[src/design/byte_stream_tokenizer_defines.svh]
// Assertion macros shared by the tokenizer RTL.
`ifndef BYTE_STREAM_TOKENIZER_DEFINES_SVH
`define BYTE_STREAM_TOKENIZER_DEFINES_SVH

`ifndef NO_ASSERTIONS
// Checked on every clock edge outside reset.
`define BST_ASSERT(lbl, prop, msg) \
  lbl: assert property (@(posedge clk_i) disable iff (!rst_ni) prop) else $error(msg);
// Checked on every clock edge, reset included.
`define BST_ASSERT_ALWAYS(lbl, prop, msg) \
  lbl: assert property (@(posedge clk_i) prop) else $error(msg);
`else
`define BST_ASSERT(lbl, prop, msg)
`define BST_ASSERT_ALWAYS(lbl, prop, msg)
`endif

`endif

[src/design/bst_pkg.sv]
// Types, constants and the byte classifier of the byte stream tokenizer.
`default_nettype none

package bst_pkg;

  // Width of the running byte position; offsets leave the block in 16 bits.
  localparam int unsigned OFFSET_BITS = 16;
  localparam int unsigned TOK_W       = 16;
  localparam int unsigned KIND_W      = 5;
  localparam logic [TOK_W-1:0] LEN_MAX = {TOK_W{1'b1}};

  // Token kinds; punctuation kinds 0 to 15 follow the table below.
  localparam logic [KIND_W-1:0] KIND_NUMBER  = 5'd16;
  localparam logic [KIND_W-1:0] KIND_STRING  = 5'd17;
  localparam logic [KIND_W-1:0] KIND_IDENT   = 5'd18;
  localparam logic [KIND_W-1:0] KIND_NEWLINE = 5'd19;
  localparam logic [KIND_W-1:0] KIND_END     = 5'd20;
  localparam logic [KIND_W-1:0] KIND_UNKNOWN = 5'd21;

  localparam logic [7:0] CH_NUL    = 8'h00;
  localparam logic [7:0] CH_NL     = 8'h0a;
  localparam logic [7:0] CH_QUOTE  = 8'h22;
  localparam logic [7:0] CH_BSLASH = 8'h5c;
  localparam logic [7:0] CH_UNDER  = 8'h5f;

  localparam logic [7:0] PUNCT_CHARS [16] = '{
    8'h2c, 8'h2e, 8'h3b, 8'h3d, 8'h2a, 8'h26, 8'h2b, 8'h2d,
    8'h3e, 8'h3c, 8'h28, 8'h29, 8'h7b, 8'h7d, 8'h5b, 8'h5d
  };

  // Queue between classifier and scanner.
  localparam int unsigned Q_DEPTH = 4;
  localparam int unsigned Q_PTR_W = $clog2(Q_DEPTH);
  localparam int unsigned Q_CNT_W = $clog2(Q_DEPTH + 1);

  // Token buffer at the output of the scanner.
  localparam int unsigned OB_DEPTH = 4;
  localparam int unsigned OB_PTR_W = $clog2(OB_DEPTH);
  localparam int unsigned OB_CNT_W = $clog2(OB_DEPTH + 1);

  typedef enum logic [3:0] {
    C_ZERO, C_BLANK, C_PUNCT, C_NEWLINE, C_QUOTE,
    C_LETTER, C_DIGIT, C_UNDER, C_BSLASH, C_OTHER
  } cls_e;

  typedef struct packed {
    cls_e             cls;
    logic [3:0]       punct;
    logic [TOK_W-1:0] pos;
    logic [TOK_W-1:0] pos_plus;
  } q_entry_t;

  typedef struct packed {
    logic [KIND_W-1:0] kind;
    logic [TOK_W-1:0]  start;
    logic [TOK_W-1:0]  len;
    logic              last;
  } tok_t;

  function automatic logic [TOK_W-1:0] to_tok16(input logic [OFFSET_BITS-1:0] p);
    logic [31:0] w;
    w = 32'(p);
    return w[TOK_W-1:0];
  endfunction

  function automatic cls_e classify(input logic [7:0] c);
    cls_e r;
    r = C_OTHER;
    if (c == CH_NUL) r = C_ZERO;
    else if (c == 8'h20 || c == 8'h09 || c == 8'h0d || c == 8'h0b || c == 8'h0c) r = C_BLANK;
    else if (c == CH_NL) r = C_NEWLINE;
    else if (c == CH_QUOTE) r = C_QUOTE;
    else if (c == CH_BSLASH) r = C_BSLASH;
    else if (c == CH_UNDER) r = C_UNDER;
    else if ((c >= 8'h61 && c <= 8'h7a) || (c >= 8'h41 && c <= 8'h5a)) r = C_LETTER;
    else if (c >= 8'h30 && c <= 8'h39) r = C_DIGIT;
    for (int i = 0; i < 16; i++) begin
      if (c == PUNCT_CHARS[i]) r = C_PUNCT;
    end
    return r;
  endfunction

  function automatic logic [3:0] punct_index(input logic [7:0] c);
    logic [3:0] r;
    r = '0;
    for (int i = 0; i < 16; i++) begin
      if (c == PUNCT_CHARS[i]) r = 4'(i);
    end
    return r;
  endfunction

endpackage

`default_nettype wire

[src/design/bst_front.sv]
// Input side: accepts bytes, classifies them and tracks the byte position.
`default_nettype none

module bst_front (
  input  wire logic               clk_i,
  input  wire logic               rst_ni,
  input  wire logic               in_valid_i,
  output logic                    in_ready_o,
  input  wire logic [7:0]         char_in_i,
  input  wire logic               q_full_i,
  output logic                    q_push_o,
  output bst_pkg::q_entry_t       q_data_o
);
  import bst_pkg::*;

  logic [OFFSET_BITS-1:0] pos_q, pos_d, pos_plus;

  assign in_ready_o = !q_full_i;
  assign q_push_o   = in_valid_i && !q_full_i;
  assign pos_plus   = pos_q + OFFSET_BITS'(1);

  always_comb begin
    q_data_o.cls      = classify(char_in_i);
    q_data_o.punct    = punct_index(char_in_i);
    q_data_o.pos      = to_tok16(pos_q);
    q_data_o.pos_plus = to_tok16(pos_plus);
  end

  // A zero byte ends the stream and restarts the offsets.
  always_comb begin
    pos_d = pos_q;
    if (q_push_o) begin
      pos_d = (char_in_i == CH_NUL) ? '0 : pos_plus;
    end
  end

  always_ff @(posedge clk_i or negedge rst_ni) begin
    if (!rst_ni) begin
      pos_q <= '0;
    end else begin
      pos_q <= pos_d;
    end
  end

endmodule

`default_nettype wire

[src/design/bst_queue.sv]
// Short queue of classified bytes between the front and the scanner.
`default_nettype none
`include "byte_stream_tokenizer_defines.svh"

module bst_queue (
  input  wire logic               clk_i,
  input  wire logic               rst_ni,
  input  wire logic               push_i,
  input  wire bst_pkg::q_entry_t  push_data_i,
  output logic                    full_o,
  input  wire logic               pop_i,
  output logic                    valid_o,
  output bst_pkg::q_entry_t       head_o
);
  import bst_pkg::*;

  q_entry_t           mem_q [Q_DEPTH];
  logic [Q_PTR_W-1:0] wr_q, wr_d, rd_q, rd_d;
  logic [Q_CNT_W-1:0] cnt_q, cnt_d;
  logic               do_push, do_pop;

  assign full_o  = (cnt_q == Q_CNT_W'(Q_DEPTH));
  assign valid_o = (cnt_q != '0);
  assign head_o  = mem_q[rd_q];
  assign do_push = push_i && !full_o;
  assign do_pop  = pop_i && valid_o;

  always_comb begin
    wr_d  = do_push ? wr_q + Q_PTR_W'(1) : wr_q;
    rd_d  = do_pop ? rd_q + Q_PTR_W'(1) : rd_q;
    cnt_d = cnt_q + Q_CNT_W'(do_push) - Q_CNT_W'(do_pop);
  end

  always_ff @(posedge clk_i or negedge rst_ni) begin
    if (!rst_ni) begin
      wr_q  <= '0;
      rd_q  <= '0;
      cnt_q <= '0;
    end else begin
      wr_q  <= wr_d;
      rd_q  <= rd_d;
      cnt_q <= cnt_d;
    end
  end

  always_ff @(posedge clk_i) begin
    if (do_push) begin
      mem_q[wr_q] <= push_data_i;
    end
  end

  `BST_ASSERT(q_cnt_bound, cnt_q <= Q_CNT_W'(Q_DEPTH), "queue count above depth")
  `BST_ASSERT(q_ptr_track, (cnt_q == '0 || full_o) |-> (wr_q == rd_q), "queue pointers off")
  `BST_ASSERT(q_head_hold, (valid_o && !pop_i) |=> $stable(head_o), "queue head moved")

endmodule

`default_nettype wire

[src/design/bst_back.sv]
// Scanner: runs the token state machine and buffers the tokens it emits.
`default_nettype none
`include "byte_stream_tokenizer_defines.svh"

module bst_back (
  input  wire logic                       clk_i,
  input  wire logic                       rst_ni,
  input  wire logic                       q_valid_i,
  input  wire bst_pkg::q_entry_t          q_head_i,
  output logic                            q_pop_o,
  output logic                            out_valid_o,
  input  wire logic                       out_ready_i,
  output bst_pkg::tok_t                   out_tok_o
);
  import bst_pkg::*;

  typedef enum logic [4:0] {
    MODE_IDLE   = 5'b00001,
    MODE_IDENT  = 5'b00010,
    MODE_NUMBER = 5'b00100,
    MODE_STRING = 5'b01000,
    MODE_ESCAPE = 5'b10000
  } mode_e;

  mode_e             mode_q, mode_d;
  logic [TOK_W-1:0]  start_q, start_d, len_q, len_d, len_grow;

  tok_t                ob_q [OB_DEPTH];
  logic [OB_PTR_W-1:0] ob_wr_q, ob_wr_d, ob_rd_q, ob_rd_d;
  logic [OB_CNT_W-1:0] ob_cnt_q, ob_cnt_d;

  q_entry_t          e;
  logic              take, out_pop, is_zero;
  logic              idle_emit, idle_open, use_idle, close_v;
  logic [KIND_W-1:0] idle_kind, close_kind;
  mode_e             idle_mode;
  logic [TOK_W-1:0]  idle_start, idle_len;
  tok_t              t0, t1;
  logic [1:0]        n;

  assign e        = q_head_i;
  assign is_zero  = (e.cls == C_ZERO);
  // Room for two tokens is required before a byte is taken.
  assign take     = q_valid_i && (ob_cnt_q <= OB_CNT_W'(OB_DEPTH - 2));
  assign q_pop_o  = take;
  assign len_grow = (len_q == LEN_MAX) ? LEN_MAX : len_q + TOK_W'(1);

  // What the byte does when no token is open.
  always_comb begin
    idle_emit  = 1'b0;
    idle_open  = 1'b0;
    idle_kind  = KIND_UNKNOWN;
    idle_mode  = MODE_IDLE;
    idle_start = e.pos;
    idle_len   = TOK_W'(1);
    unique case (e.cls) inside
      C_ZERO: begin
        idle_emit = 1'b1;
        idle_kind = KIND_END;
      end
      C_BLANK: ;
      C_PUNCT: begin
        idle_emit = 1'b1;
        idle_kind = {1'b0, e.punct};
      end
      C_NEWLINE: begin
        idle_emit = 1'b1;
        idle_kind = KIND_NEWLINE;
      end
      C_QUOTE: begin
        idle_open  = 1'b1;
        idle_mode  = MODE_STRING;
        idle_start = e.pos_plus;
        idle_len   = '0;
      end
      C_LETTER: begin
        idle_open = 1'b1;
        idle_mode = MODE_IDENT;
      end
      C_DIGIT: begin
        idle_open = 1'b1;
        idle_mode = MODE_NUMBER;
      end
      C_UNDER, C_BSLASH, C_OTHER: begin
        idle_emit = 1'b1;
      end
      default: begin
        idle_emit = 1'b1;
      end
    endcase
  end

  always_comb begin
    mode_d     = mode_q;
    start_d    = start_q;
    len_d      = len_q;
    use_idle   = 1'b0;
    close_v    = 1'b0;
    close_kind = KIND_IDENT;
    unique case (mode_q)
      MODE_IDLE: use_idle = 1'b1;
      MODE_IDENT: begin
        if (e.cls == C_LETTER || e.cls == C_DIGIT || e.cls == C_UNDER) begin
          len_d = len_grow;
        end else begin
          close_v  = 1'b1;
          use_idle = 1'b1;
        end
      end
      MODE_NUMBER: begin
        close_kind = KIND_NUMBER;
        if (e.cls == C_DIGIT) begin
          len_d = len_grow;
        end else begin
          close_v  = 1'b1;
          use_idle = 1'b1;
        end
      end
      MODE_STRING: begin
        close_kind = KIND_STRING;
        if (is_zero) begin
          close_v  = 1'b1;
          use_idle = 1'b1;
        end else if (e.cls == C_QUOTE) begin
          close_v = 1'b1;
        end else begin
          len_d = len_grow;
          if (e.cls == C_BSLASH) mode_d = MODE_ESCAPE;
        end
      end
      MODE_ESCAPE: begin
        close_kind = KIND_STRING;
        if (is_zero) begin
          close_v  = 1'b1;
          use_idle = 1'b1;
        end else begin
          len_d  = len_grow;
          mode_d = MODE_STRING;
        end
      end
      default: use_idle = 1'b1;
    endcase

    if (close_v) mode_d = MODE_IDLE;
    if (use_idle && idle_open) begin
      mode_d  = idle_mode;
      start_d = idle_start;
      len_d   = idle_len;
    end
    if (is_zero) begin
      mode_d  = MODE_IDLE;
      start_d = '0;
      len_d   = '0;
    end
  end

  // Up to two tokens per byte: the closed open token, then the byte's own.
  always_comb begin
    t0 = '{kind: close_kind, start: start_q, len: len_q, last: 1'b0};
    t1 = '{kind: idle_kind, start: e.pos, len: TOK_W'(1), last: 1'b0};
    n  = 2'd0;
    if (close_v) begin
      if (use_idle && idle_emit) begin
        n       = 2'd2;
        t1.last = 1'b1;
      end else begin
        n       = 2'd1;
        t0.last = 1'b1;
      end
    end else if (use_idle && idle_emit) begin
      n  = 2'd1;
      t0 = '{kind: idle_kind, start: e.pos, len: TOK_W'(1), last: 1'b1};
    end
  end

  assign out_valid_o = (ob_cnt_q != '0);
  assign out_tok_o   = ob_q[ob_rd_q];
  assign out_pop     = out_valid_o && out_ready_i;

  always_comb begin
    ob_wr_d  = take ? ob_wr_q + OB_PTR_W'(n) : ob_wr_q;
    ob_rd_d  = out_pop ? ob_rd_q + OB_PTR_W'(1) : ob_rd_q;
    ob_cnt_d = ob_cnt_q + (take ? OB_CNT_W'(n) : '0) - OB_CNT_W'(out_pop);
  end

  always_ff @(posedge clk_i or negedge rst_ni) begin
    if (!rst_ni) begin
      mode_q   <= MODE_IDLE;
      start_q  <= '0;
      len_q    <= '0;
      ob_wr_q  <= '0;
      ob_rd_q  <= '0;
      ob_cnt_q <= '0;
    end else begin
      if (take) begin
        mode_q  <= mode_d;
        start_q <= start_d;
        len_q   <= len_d;
      end
      ob_wr_q  <= ob_wr_d;
      ob_rd_q  <= ob_rd_d;
      ob_cnt_q <= ob_cnt_d;
    end
  end

  always_ff @(posedge clk_i) begin
    if (take && n != 2'd0) begin
      ob_q[ob_wr_q] <= t0;
    end
    if (take && n == 2'd2) begin
      ob_q[ob_wr_q + OB_PTR_W'(1)] <= t1;
    end
  end

  `BST_ASSERT(ob_cnt_bound, ob_cnt_q <= OB_CNT_W'(OB_DEPTH), "token buffer overflow")
  `BST_ASSERT(zero_emits_end, (take && is_zero) |-> (n != 2'd0), "zero byte produced no token")
  `BST_ASSERT(zero_clears_scan,
              (take && is_zero) |=> (mode_q == MODE_IDLE && len_q == '0),
              "zero byte left a token open")

endmodule

`default_nettype wire

[src/design/byte_stream_tokenizer.sv]
// Top level of the byte stream tokenizer.
//
// Usage: text bytes enter one beat at a time on the char_in channel
// (in_valid_i / in_ready_o). Tokens leave on the token channel
// (out_valid_o / out_ready_i), one token per beat, each with its kind,
// start offset, length and a flag marking the last token caused by a byte.
// A zero byte ends the stream: an open token is closed, an End token
// follows, and offsets restart at zero for the next stream.
//
// Throughput is one byte per cycle while the receiver keeps up. A byte
// that closes an open token and gives a token of its own yields two
// tokens, one beat each; the four-entry byte queue and four-entry token
// buffer absorb the extra beat, and since every such byte needs an open
// token first, tokens never outpace bytes. A byte's first token passes
// through the byte queue and then the token buffer before the output.
//
// Reset empties both queues, returns the scanner to idle and sets the byte
// offset to zero. When the receiver stalls, the token buffer fills, the
// scanner stops taking bytes, the byte queue fills and in_ready_o drops;
// nothing is lost and bytes resume at full rate once tokens drain.
`default_nettype none

module byte_stream_tokenizer (
  input  wire logic                 clk_i,
  input  wire logic                 rst_ni,
  input  wire logic                 in_valid_i,
  output logic                      in_ready_o,
  input  wire logic [7:0]           char_in_i,
  output logic                      out_valid_o,
  input  wire logic                 out_ready_i,
  output logic [bst_pkg::KIND_W-1:0] token_kind_o,
  output logic [bst_pkg::TOK_W-1:0]  token_start_o,
  output logic [bst_pkg::TOK_W-1:0]  token_length_o,
  output logic                      last_of_run_o
);
  import bst_pkg::*;

  q_entry_t push_data, head;
  logic     push, full, q_valid, pop;
  tok_t     tok;

  // Classification and offset tracking of incoming bytes.
  bst_front u_front (
    .clk_i      (clk_i),
    .rst_ni     (rst_ni),
    .in_valid_i (in_valid_i),
    .in_ready_o (in_ready_o),
    .char_in_i  (char_in_i),
    .q_full_i   (full),
    .q_push_o   (push),
    .q_data_o   (push_data)
  );

  // Decouples the front from the scanner so each can stall on its own.
  bst_queue u_queue (
    .clk_i       (clk_i),
    .rst_ni      (rst_ni),
    .push_i      (push),
    .push_data_i (push_data),
    .full_o      (full),
    .pop_i       (pop),
    .valid_o     (q_valid),
    .head_o      (head)
  );

  // Token state machine and output buffer.
  bst_back u_back (
    .clk_i       (clk_i),
    .rst_ni      (rst_ni),
    .q_valid_i   (q_valid),
    .q_head_i    (head),
    .q_pop_o     (pop),
    .out_valid_o (out_valid_o),
    .out_ready_i (out_ready_i),
    .out_tok_o   (tok)
  );

  assign token_kind_o   = tok.kind;
  assign token_start_o  = tok.start;
  assign token_length_o = tok.len;
  assign last_of_run_o  = tok.last;

endmodule

`default_nettype wire

[config.mk]
export PLATFORM = sky130hd
export DESIGN_NAME = byte_stream_tokenizer
export DESIGN_NICKNAME = d
export VERILOG_FILES = /design/src/design/bst_pkg.sv /design/src/design/bst_front.sv /design/src/design/bst_queue.sv /design/src/design/bst_back.sv /design/src/design/byte_stream_tokenizer.sv
export VERILOG_INCLUDE_DIRS = /design/src /design/src/design
export SDC_FILE = /design/constraint.sdc
export NUM_CORES = 1
export LEC_CHECK = 0
export ABC_CLOCK_PERIOD_IN_PS = 4000
export BUFFER_PORTS_ARGS = -buffer_cell sky130_fd_sc_hd__buf_2
export CAP_MARGIN = 30
export CORE_ASPECT_RATIO = 1.5
export CORE_MARGIN = 10
export CORE_UTILIZATION = 56
export DETAILED_ROUTE_END_ITERATION = 10
export PLACE_DENSITY = 0.76
export REMOVE_ABC_BUFFERS = 1
export SETUP_SLACK_MARGIN = 0.4
export SLEW_MARGIN = 20
export SYNTH_ARGS = -nofsm -noshare
export SYNTH_HDL_FRONTEND = slang
export SYNTH_HIERARCHICAL = 1
export SYNTH_SLANG_ARGS = --single-unit
[constraint.sdc]
create_clock -name clk_i -period 4 [get_ports clk_i]
set_input_delay 0.6 -clock clk_i [delete_from_list [all_inputs] [get_ports clk_i]]
set_output_delay 0.6 -clock clk_i [all_outputs]
set_load 0.02 [all_outputs]
== After elaboration in Yosys (flattened, before gate mapping) ==
Memory sizes are Yosys's and may differ from the RTL's.
Cells that the tools add are included.

* Register bits after elaboration: 67
* Bits in writable memories: 312
* Output and inout bits: 40
* Word-level logic and storage cells: 194
* Memories kept: 2

{| class="wikitable"
|+ Memory list
! memory !! words !! bits a word !! rd ports !! clocked after memory_dff !! wr ports !! line !! text
|-
| u_queue.mem_q || 4 || 40 || 1 || 0 || 1 || bst_queue.sv:17 || <nowiki>q_entry_t mem_q [Q_DEPTH];</nowiki>
|-
| u_back.ob_q || 4 || 38 || 1 || 0 || 2 || bst_back.sv:28 || <nowiki>tok_t ob_q [OB_DEPTH];</nowiki>
|}

* Add/sub/neg operators: 11
* Magnitude comparators: 7
* Equal/unequal tests: 45
* Muxes and demuxes: 85
* Reduce and logical (&&, ||, !) cells: 34

{| class="wikitable"
|+ Operators by type and width
! cell !! number
|-
| 16-bit 2-to-1 mux || 10
|-
| 4-bit 2-to-1 mux || 32
|-
| 8-bit by 6-bit == test with 1-bit output, second input constant || 14
|-
| 16-bit one-hot mux with 4 select lines || 1
|-
| 8-bit by 7-bit == test with 1-bit output, second input constant || 6
|-
| 8-bit by 4-bit == test with 1-bit output, second input constant || 5
|-
| 38-bit 2-to-1 mux || 1
|-
| 37-bit 2-to-1 mux || 1
|-
| 16-bit by 1-bit adder with 16-bit output, second input constant || 2
|-
| 5-bit 2-to-1 mux || 5
|-
| 1-bit 2-to-1 mux || 20
|-
| 16-bit == test, second input constant || 1
|-
| 4-bit by 3-bit == test with 1-bit output, second input constant || 4
|-
| 8-bit by 7-bit >= comparator with 1-bit output, second input constant || 2
|-
| 8-bit by 7-bit <= comparator with 1-bit output, second input constant || 2
|-
| 5-bit one-hot mux with 3 select lines || 1
|-
| 1-bit logical AND || 12
|-
| 3-bit 2-to-1 mux || 4
|-
| 4-bit one-hot mux with 3 select lines || 1
|-
| 2-bit 2-to-1 mux || 5
|-
| 5-bit one-hot mux with 2 select lines || 1
|-
| 2-bit by 1-bit adder with 2-bit output, second input constant || 4
|-
| 4-bit by 2-bit == test with 1-bit output, second input constant || 2
|-
| 8-bit by 6-bit >= comparator with 1-bit output, second input constant || 1
|-
| 35 further kinds || 45
|}

== Longest topological paths before layout ==
Gate-level depths: netlist of run 1.

* Depth in word-level cells: 26
* Depth in mapped cells: 18
* Gate-level depth less buffers: 14

== Hierarchy ==
Netlist of run 1, hierarchy kept.

{| class="wikitable"
|+ By module, submodules not included
! module !! times used !! cells each !! area an instance (um^2)
|-
| bst_back || 1 || 775 || 9486.6
|-
| bst_queue || 1 || 250 || 6289.8
|-
| bst_front || 1 || 192 || 1530.2
|}

== Worst setup path after synthesis of run 1 ==
OpenSTA, ideal clock, no wires.

* Kind: reg2reg
* Start point: register u_queue.rd_q[0]
* End point: memory u_back/ob_q[3][0] in the netlist's numbering, enable pin
* Arrival time: 3.971 ns
* Data required time: 3.622 ns
* Slack: -0.348 ns
* Cell stages (with the launch flop): 15
* Path buffers: 3
* Path through: dfrtp_1 buf_6 buf_12 mux4_2 clkbuf_1 nor2b_1 o21ba_1 or2_2 o31a_1 o311ai_0 ha_1 nand2b_1 nand2b_1 nand3_1 inv_1

{| class="wikitable"
|+ RTL lines
! what !! line !! text
|-
| start, declared || bst_queue.sv:18 || <nowiki>logic [Q_PTR_W-1:0] wr_q, wr_d, rd_q, rd_d;</nowiki>
|-
| start signal, assigned || bst_queue.sv:41 || <nowiki>rd_q <= rd_d;</nowiki>
|-
| end, declared || bst_back.sv:28 ||
|}

==> impl_metrics.ini, run 1 <==
[worst_hold_path]
min_path_type = input port to asynchronous set/reset pin

[floorplan]
floorplan.initialDensity_pct = 57.0
core_um2 = 30400
num_rows = 78
die_y_um = 235
ios = 52
fp.dieW_um = 164
dieArea_um2 = 38500

[cells_and_area]
final_layout_size_suffix_gt1_share_pct = 24.4
post-route-util_pct = 63.9
final_nets = 1312
syn2layout_area_growth_pct = 12.1
antenna_cells = 0

[cts]
path_clk_slew_ns = 0.07
cts_tree = yes
ctsHtreeMaxLevel = 2
worstSkewPairLatency_ns = 0.54
cts_buffers = 35
clock-sinks = 379
clockBufferDepth = 3
clock-root-buffer = clkbuf_16

[synth]
synthCells = 1217
ys_types = 90
ys_seq_area_share_pct = 60.1
yosys.area.top_type = edfxtp_1
synth_top_area_share_pct = 43.0
synthTopCellsByCount = edfxtp_1, a22o_1, nand2_1
async_reset_ff_share_pct = 17.7
synthTopCellsByArea = edfxtp_1, mux4_2, dfrtp_1
ys.flop_type = edfxtp_1
synth_seq_cells = 379
syn_avg_cell_area_um2 = 14.2
yosysMostFrequentCell = edfxtp_1
synth_edf_count = 248
synth.cell_area_um2 = 17300
yosysWarnings = 6

[setup_path]
required_ns = 4.41
critPathArrivalTime_ns = 3.92
start_kind = register
cp_max_fo = 5
crit_type = register to register
cp-end-kind = register
rr_worst_depth = 14

[sta]
final-hold-violation-count = 0
finalClockSkew_ns = 0.0282
fin_tns_setup_ns = 0
period_needed_ns = 3.51
drv_slew = 0
fmax_ghz = 0.285
timing.final.crit_share_pct = 87.8
rsz0062_at_grt = yes
slew_headroom_pct = 31.5
setup_viol = 0
worst_slew_pin_slew_ns = 1.02

[drt]
routedWlPerCell_um = 23.0
num_vias = 10915
drc = 0
dr.pass1.iters = 5
drt-initial-drc-count = 1110
routed_via_density = 6.38
antenna_left = 0
wirelength_um = 39400

[global_routing]
grt_pass1_vias = 11202
track_usage_pct = 20.3
use_met2_pct = 35.9
grt_util_met3_pct = 2.97
antenna_found_initial = 0
grt_max_degree = 40
overflow = 0
use_met1_pct = 23.9
grt_pass1_wl_um = 62300
busiest_layer = met2

[power]
p_per_area_nw_per_um2 = 795
leakagePower_nw = 7.03
peakVddDrop_mv = 0.353

[status]
status = completed

[placed_design]
hpwlAfterDp_um = 25900
port-buffer-count = 51
place.gp.congestion = 0.897

[job]
drv_cap = 0
==> critical path: stages (launching register included) <==
cell and delay, ns:
dfrtp_2 0.44, mux4_2 0.53, nor2b_2 0.19, o21ba_4 0.23
or2_4 0.24, o31a_1 0.12, o311a_1 0.38, ha_4 0.28
inv_1 0.05, nor2_2 0.09, ha_2 0.17, inv_1 0.04
fa_2 0.32, xor2_1 0.18, xnor2_1 0.13
==> flip-flops by register name (all words and copies together), names as in the netlist, 3 cells and up <==
register         cells
u_queue/mem_q      160
u_back/ob_q        152
u_back/len_q        16
u_back/start_q      16
u_front/pos_q       16
u_back/mode_q        5
u_back/ob_cnt_q      3
u_queue/cnt_q        3
==> path summary, 6_finish.rpt <==
| kind | from | endpoint | slack (ns) |
|---|---|---|---|
| worst min register to register | u_back/ob_q[0][14]$_SDFFE_PP0P_ | u_back/ob_q[0][14]$_SDFFE_PP0P_ | 0.45 |
| worst max-delay path | u_queue/rd_q[0]$_DFFE_PN0P_ | u_back/ob_cnt_q[2]$_DFF_PN0_ | 0.49 |
| worst min-delay path | rst_ni | u_back/mode_q[1]$_DFFE_PN0P_ | 0.04 |
| min in group clk_i | out_ready_i | u_back/ob_rd_q[0]$_DFFE_PN0P_ | 0.44 |
| max in group asynchronous | rst_ni | u_back/len_q[5]$_DFFE_PN0P_ | 3.34 |
| worst max register to register | u_queue/rd_q[0]$_DFFE_PN0P_ | u_back/ob_cnt_q[2]$_DFF_PN0_ | 0.49 |
==> layout make-up <==
cell class	instances	area, um2
Inverter	44	165
Multi-Input combinational cell	707	6310
Fill cell	2117	10900
Tap cell	400	500
Timing Repair Buffer	116	958
Clock buffer	50	975
Clock inverter	14	87.6
Sequential cell	379	10400
==> layout by cell type, fill, tap and decap left out, types with 27 or more instances in the layout <==
| cell | netlist | layout |
|---|---|---|
| edfxtp_1 | 248 | 248 |
| a22o_1 | 109 | 109 |
| nand2_1 | 102 | 99 |
| mux4_2 | 76 | 77 |
| dfxtp_1 | 64 | 64 |
| dfrtp_1 | 66 | 63 |
| a21oi_1 | 52 | 52 |
| buf_2 | 21 | 50 |
| buf_4 | 5 | 45 |
| inv_1 | 44 | 42 |
| o21ai_0 | 38 | 38 |
| clkbuf_16 | 0 | 37 |
| nand3_1 | 30 | 27 |
==> stage by stage <==
| step | instance area (um2) | setup slack [ns] | cells | total power [mW] | hold WS (ns) |
|---|---|---|---|---|---|
| 6_report | 19400 | 0.489 | 1710 | 15.4 | 0.0427 |
| 5_1_grt | 19400 | 0.367 | 1710 | 16.2 | 0.0521 |
| 4_1_cts | 19200 | 0.367 | 1703 | 15.2 | 0.0386 |
| 3_5_place_dp | 18000 | 0.00514 | 1632 | 11.9 | 0.442 |
| 3_3_place_gp | 18000 | 0.114 | 1631 | 11.7 | 0.428 |
| 2_1_floorplan | 16800 | -1.89 | 1130 | 9.80 | 0.304 |
==> kinds of logic (layout without fill, tap and decap cells) <==
group                    Yosys count  after routing  share of synthesized area, %
multiplexers                     102            102                          11.7
flip-flops                       379            379                          60.1
AND/OR/NAND/NOR                  278            278                          8.88
buffers and inverters            131            224                          4.08
AO/OA/AOI/OAI                    282            282                          12.4
XOR/XNOR                          28             28                          1.42
adder cells (fa/ha/maj)           17             17                          1.32
==> timing repair <==
item,in CTS,in global routing
gates cloned,0,0
setup buffers,7,6
setup endpoints to repair,227,218
endpoints found under the hold margin,0,0
resized for setup,19,24
hold buffers,0,0
pin swaps,0,5
==> where the power goes <==
part           leakage (nW)  total (mW)  switching, mW  internal (mW)
clock                 0.511        3.12           1.40           1.71
combinational          2.90        6.41           3.73           2.69
sequential             3.62        5.91          0.614           5.29
==> routing by layer <==
metal / part of all wire (%) / vias to the layer above
met5: 0 / -
met1: 38 / 5558
li1: - / 4895
met2: 54 / 377
met4: 3.3 / 0
met3: 5.1 / 85
No activity file was read; power rests on OpenSTA's default activity.
==> run 2: changes to the inputs <==
--- a/config.mk
+++ b/config.mk
@@ -7,12 +7,13 @@
 export NUM_CORES = 1
 export LEC_CHECK = 0
 export ABC_CLOCK_PERIOD_IN_PS = 4000
-export BUFFER_PORTS_ARGS = -buffer_cell sky130_fd_sc_hd__buf_2
 export CAP_MARGIN = 30
 export CORE_ASPECT_RATIO = 1.5
 export CORE_MARGIN = 10
-export CORE_UTILIZATION = 56
+export CORE_UTILIZATION = 58
+export CTS_BUF_LIST = sky130_fd_sc_hd__clkbuf_4 sky130_fd_sc_hd__clkbuf_8 sky130_fd_sc_hd__clkbuf_16
 export DETAILED_ROUTE_END_ITERATION = 10
+export DONT_BUFFER_PORTS = 1
 export PLACE_DENSITY = 0.76
 export REMOVE_ABC_BUFFERS = 1
 export SETUP_SLACK_MARGIN = 0.4
==> run 2 against run 1 <==
- register-to-register slack about the same
- design area decreased by 1.3%
- sequential share of layout area rose by 0.70 points
- global-route usage increased by 0.47 points
- critical path type unchanged
- clock power rose by 8.0%
- worst hold slack gained 0.26 ns
- die area shrank 3.1%
- clock-buffer cell count is 2 lower
==> impl_metrics.ini, run 2 (synthesis gave the netlist of run 1 again) <==
[drt]
dr.pass1.iters = 5
wirelength_um = 39100
drt-initial-drc-count = 827
num_vias = 10640
antenna_left = 0
routedWlPerCell_um = 23.6
routed_via_density = 6.43
drc = 0

[cts]
clockBufferDepth = 3
clock-sinks = 379
cts_buffers = 35
ctsHtreeMaxLevel = 2
path_clk_slew_ns = 0.07
worstSkewPairLatency_ns = 0.54
cts_tree = yes
clock-root-buffer = clkbuf_16

[floorplan]
num_rows = 77
die_y_um = 232
ios = 52
core_um2 = 29500
dieArea_um2 = 37300
floorplan.initialDensity_pct = 58.7
fp.dieW_um = 161

[power]
p_per_area_nw_per_um2 = 802
leakagePower_nw = 6.86
total_power_mw = 15.4
peakVddDrop_mv = 0.469

[cells_and_area]
largest_register_ffs = 160
antenna_cells = 0
most-common-layout-cells = edfxtp_1, a22o_1, nand2_1
multi_input_area_um2 = 6300
top_regs = u_queue/mem_q (160), u_back/ob_q (152)
final_common_cell = edfxtp_1
num-fill-cells = 2057
final_layout_size_suffix_gt1_share_pct = 22.2
final_nets = 1261
regArea_um2 = 10400
largest-register = u_queue/mem_q
stdcell_area_um2 = 19200
syn2layout_area_growth_pct = 10.7

[setup_path]
cpPeakStageDelay_ns = 0.50
cp-end-kind = register
start_kind = register
path_cells = buf_12 > mux4_2 > nor2b_4 > o21ba_4 > or2_4 > o31a_1 > o311a_1 > ha_4 > nor2_2 > buf_4 > nand3_4 > nor2b_4 > buf_4 > buf_6 > a22o_1
required_ns = 4.40
cp_max_fo = 8
critPathArrivalTime_ns = 3.90
crit_type = register to register
crit_slowest_cell = mux4_2

[sta]
period_needed_ns = 3.50
fin_tns_setup_ns = 0
rsz0062_at_grt = yes
drv_slew = 0
fmax_ghz = 0.286
final-hold-violation-count = 0
timing.final.crit_share_pct = 87.5
finalClockSkew_ns = 0.0173
setup_viol = 0
worst_slew_pin_slew_ns = 0.879
slew_headroom_pct = 41.4

[placed_design]
place.gp.congestion = 0.909
dpl_cell_area_um2 = 17700
port-buffer-count = 0
hpwlAfterDp_um = 25900

[global_routing]
track_usage_pct = 20.8
grt_pass1_vias = 10855
grt_max_degree = 68
overflow = 0
grt_pass1_wl_um = 61600
antenna_found_initial = 0

[job]
drv_cap = 0

[worst_hold_path]
min_path_type = input port to register

[status]
status = completed
run 2: where the power goes:
part,total [mW],internal [mW],switching [mW]
Clock,3.37,1.95,1.42
Sequential,5.96,5.29,0.675
Combinational,6.03,2.47,3.56
Total,15.4,9.71,5.66
run 2: timing repair:
item,4_1_cts,5_1_grt
gates cloned,0,1
gates resized for setup,15,23
pin swaps,2,1
hold buffers,2,0
hold endpoints to repair,67,0
setup endpoints to repair,214,192
buffers inserted,5,2
run 2: path summary, 6_finish.rpt:
kind	startpoint	endpoint	slack (ns)	depth (start not counted)
min reg2reg	u_back/ob_q[0][13]$_SDFFE_PP0P_	u_back/ob_q[0][13]$_SDFFE_PP0P_	0.45	2
max in group asynchronous	rst_ni	u_back/mode_q[0]$_DFFE_PN1P_	3.00	2
min	char_in_i[7]	u_queue/mem_q[3][33]$_DFFE_PP_	0.30	1
max reg2reg	u_queue/rd_q[0]$_DFFE_PN0P_	u_back/ob_q[2][32]$_DFFE_PP_	0.50	15
max	u_queue/rd_q[0]$_DFFE_PN0P_	u_back/ob_q[2][32]$_DFFE_PP_	0.50	15
min in group asynchronous	rst_ni	u_front/pos_q[3]$_DFFE_PN0P_	0.67	2
run 2: area by class of cell:
type	instances	area share, %
inverter	44	0.862
multi-input combinational	707	32.9
timing repair buffer	65	3.19
tap	395	2.58
clock inverter	16	0.764
sequential	379	54.3
clock buffer	48	5.36
run 2: metal layers:
metal  track usage, %  vias to the layer above  wire, um  share of wire (%)
met5                0                        -         0                  0
met4             6.96                        0      1110                2.8
met3             2.87                       68      1700                4.3
met2             38.6                      339     21400                 55
met1             24.0                     5450     14800                 38
li1                 -                     4783         -                  -
run 2: per-stage QoR:
stage,setup WS (ns),std cells,utilization [%],hold WS (ns)
2_1_floorplan,-1.89,1130,-,0.304
3_3_place_gp,0.279,1579,60.2,0.312
3_5_place_dp,0.147,1579,60.2,0.313
4_1_cts,0.432,1650,64.6,0.282
5_1_grt,0.378,1654,65.0,0.300
6_report,0.500,1654,65.0,0.304
run 2: critical path: cells and delay by family, from the launching register on:
family / cells / cell delay (ns)
DFF: 1 / 0.41
muxes: 1 / 0.50
buffers and inverters: 4 / 0.58
AOI/OAI and AO/OA: 4 / 0.83
adders and majority gates: 1 / 0.17
and+or+nand+nor: 5 / 0.87
